### config.mk
export PLATFORM = sky130hd
export DESIGN_NAME = chm_ram
export DESIGN_NICKNAME = d
export VERILOG_FILES = /design/src/rtl/chm_ram.sv
export SDC_FILE = /design/constraint.sdc
export NUM_CORES = 2
export LEC_CHECK = 0
export BUFFER_PORTS_ARGS = -buffer_cell sky130_fd_sc_hd__buf_4
export CORE_AREA = 2 2 474 429
export CTS_BUF_LIST = sky130_fd_sc_hd__clkbuf_8
export DETAILED_ROUTE_END_ITERATION = 7
export DIE_AREA = 0 0 476 431
export PLACE_DENSITY = 0.6
export SYNTH_ARGS = -nofsm -noshare
export SYNTH_HDL_FRONTEND = slang
export SYNTH_SLANG_ARGS = --single-unit
export TNS_END_PERCENT = 10
### constraint.sdc
create_clock -name clk -period 2.4 [get_ports clk]
set_input_delay 0.12 -clock clk [delete_from_list [all_inputs] [get_ports clk]]
set_output_delay 0.12 -clock clk [all_outputs]
set_load 0.01 [all_outputs]
### src/rtl/chm_ram.sv
// ----------------------------------------------------------------------------
// chm_ram
// Simple dual-port RAM, one write port, one read port, registered read.
// ----------------------------------------------------------------------------
module chm_ram #(
  parameter int WIDTH = 8,
  parameter int DEPTH = 256
) (
  input  logic                     clk,
  input  logic                     we,
  input  logic [$clog2(DEPTH)-1:0] waddr,
  input  logic [WIDTH-1:0]         wdata,
  input  logic [$clog2(DEPTH)-1:0] raddr,
  output logic [WIDTH-1:0]         rdata
);

  logic [WIDTH-1:0] mem [DEPTH];

  always_ff @(posedge clk) begin
    if (we) begin
      mem[waddr] <= wdata;
    end
    rdata <= mem[raddr];
  end

endmodule
==> reports/metrics.cfg <==
[clock_network]
cts_tree=built
clock_insertion_delay_worst_skew_ps=1030
clock_sinks=2056
clock_tree.htree_level_count=5
numCtsBuffers=336
clock-root-buffer=sky130_fd_sc_hd__clkbuf_8
maximum_root_to_sink_buffer_count=4
cts_setup_buffers=0
clkSlewWorstSetupHoldPaths_ps=60

[cells_and_area]
nFillCells=16638
final-seq-area_mm2=0.0617
most_frequent_standard_cell_in_the_layout_excluding_fill_and_tap_cells=sky130_fd_sc_hd__edfxtp_1
number_of_non_filler_instances_in_the_completed_layout=7444
finish.utilization_pct=46.9
num-nets-final=4565
post_route_cell_area_mm2=0.0937
layout-area-overhead-vs-synth_pct=17.8
multi_input_comb_area_mm2=0.0165
drive_above_1_share_pct=32.3
mostFrequentLayoutCells=sky130_fd_sc_hd__edfxtp_1, sky130_fd_sc_hd__buf_4, sky130_fd_sc_hd__mux4_2

[timing]
worst-slew-pin-transition_ps=1040
post-route-period-util_pct=101
post_route_setup_tns_ps=-14.1
fin_worst_skew_ps=92.3
setup_slack_ps=-14.1
rsz0062_at_grt=true
timing.slew.headroom_pct=30.3
timing.final.hold_violations=0
max_clock_freq_mhz=414
slew_violations=0
report.final.setup_viol=1
finalCriticalPeriod_ps=2410

[route]
drt-pass1-iter-count=5
vias=41337
antenna_violating_nets_post_route=0
detail_route.vias_per_cell=5.55
drc=0
drt-initial-drc-count=4925
wirelength_per_cell_um=27.5
wl_um=205000

[min_path]
hold_depth=2
worst_hold_path_type=in2reg

[power]
cellLeakagePower_nw=30.5
post-layout-total-power_w=0.0716
worst_voltage_drop_across_the_vdd_grid_v=0.000571
p_per_area_mw_per_mm2=764

[die]
die_h_um=431
floorplan.core_area_mm2=0.200
row_count=156
io_pins=34
die-width_um=476
effective_utilization_at_floorplan_pct=39.8
floorplan.die_area_mm2=0.205

[worst_setup_path]
setup.reg_to_reg.worst_slack_ps=-10
critical_path_cell_sequence=mux4_2 > mux4_2 > nor2_1 > a2111oi_2 > nor3_2 > buf_4 > nor4_1
reg2reg_from=mem[135][7]
critPathLaunch=mem[135][7]
cpPeakStageDelay_ps=510
kind_of_end_point_of_the_critical_path=flip-flop
critical_path.reg2reg.endpoint=rdata[7]
cp-endpoint=rdata[7]
critPathMostFrequentCell=sky130_fd_sc_hd__mux4_2
worst_reg_to_reg_path_cell_count=7
crit_path_start_kind=flip-flop
cp_slowest_cell=sky130_fd_sc_hd__mux4_2
critical_path.max_fanout=1
cp_data_arrival_time_ps=3340
critical_path_class=reg2reg
worstPathRequired_ps=3330

[yosys]
synth.yosys.seq_area_share_pct=77.5
syn-instance-count=3733
synth_top_cells_by_area=sky130_fd_sc_hd__edfxtp_1, sky130_fd_sc_hd__mux4_2, sky130_fd_sc_hd__mux2i_1, sky130_fd_sc_hd__nor2_1, sky130_fd_sc_hd__a22oi_1
number_of_flops_mapped_to_enable_cells_by_yosys=2048
synthesis.yosys.warnings=0
synthDistinctLibCells=55
synthArstFlopShare_pct=0
netlist.area_leader.share_pct=77.3
synth_seq_cells=2056
dominantRegCellSynth=sky130_fd_sc_hd__edfxtp_1
syn_area_per_cell_um2=21.3
syn_nets=3759
synthesized_area_mm2=0.0796
synth.largest_area_cell=sky130_fd_sc_hd__edfxtp_1

[status]
status=complete, but fails checks
violations=negative setup slack

[placed_design]
dp_cells=6860
hpwl_um=132000
place_area_mm2=0.0876
port_buffers=33
gp_routability_congestion=0.832

[global_route]
grt_first_pass_wirelength_um=296000
first_global_vias=41493
number_of_antenna_violations_at_the_first_check_in_global_routing=7
overflow=0
globalRouteTotalUtil_pct=20.0
maximum_number_of_pins_on_one_net_before_global_route_repair=102

[flow_run]
max-cap-violations=0

## kinds of logic after synthesis
logic type | share of synthesized area [%]
buffers and inverters | 1.83
flip-flops | 77.5
AND/OR/NAND/NOR | 2.63
AO/OA/AOI/OAI | 3.42
multiplexers | 14.6
## stage by stage
stage	hold WS, ps	setup slack (ps)
5_1_grt	52.7	-51.0
3_5_place_dp	520	-686
4_1_cts	6.21	-9.38
3_3_place_gp	518	-651
2_1_floorplan	219	342
6_report	90.6	-14.1
## critical path: cells and delay by family (launching register included)
| family | cells | cell delay [ps] |
|---|---|---|
| flops | 1 | 360 |
| simple gates | 3 | 620 |
| buf+inv | 1 | 220 |
| compound gates | 1 | 90 |
| mux | 2 | 1000 |
## state kept, by name, summed over array words and instances (netlist names)
register / flops
mem: 2048
rdata: 8
## what timing repair did
action	in CTS	in global routing
endpoints found under the setup margin	5	3
hold buffers	27	0
gates resized for setup	5	2
hold endpoints to repair	3174	0
## how the worst min path moves through the flow
stage | slack (ps) | to | from
6_report | 90 | mem[99][7] | wdata[7]
3_3_place_gp | 520 | mem[111][7] | wdata[7]
2_1_floorplan | 220 | mem[0][0] | wdata[0]
5_1_grt | 50 | mem[99][7] | wdata[7]
3_5_place_dp | 520 | mem[110][7] | wdata[7]
4_1_cts | 6 | mem[103][7] | wdata[7]
## cells in the mapped netlist, drive strengths merged (31+ instances only)
library cell	instances
nand3	34
a22oi	133
mux4	456
nand2	33
a21oi	96
clkbuf	111
nor2b	31
edfxtp	2048
nor2	282
mux2i	134
o221ai	47
buf	122
## cell type report
cell class | instances | share of cell area (%)
flip-flops and latches | 2056 | 65.8
multi-input cells | 1442 | 17.6
repair buffers | 701 | 6.75
clock buffers | 342 | 5.02
well taps | 2686 | 3.59
clock inverters | 209 | 1.22
diodes | 6 | 0.0160
inverters | 2 | 0.00801
## per-layer routing
layer,GRT usage (%),routed length [um]
met5,0,0
met4,6.04,5530
met3,4.12,16900
met2,30.1,94200
met1,29.3,87800
## power breakdown
part	internal, W	switching [W]	total [W]
Clock	0.0143	0.0135	0.0277
Sequential	0.0396	0.0000606	0.0396
Combinational	0.00168	0.00250	0.00418
Total	0.0556	0.0160	0.0716
Power figures use the tool's default switching activity.
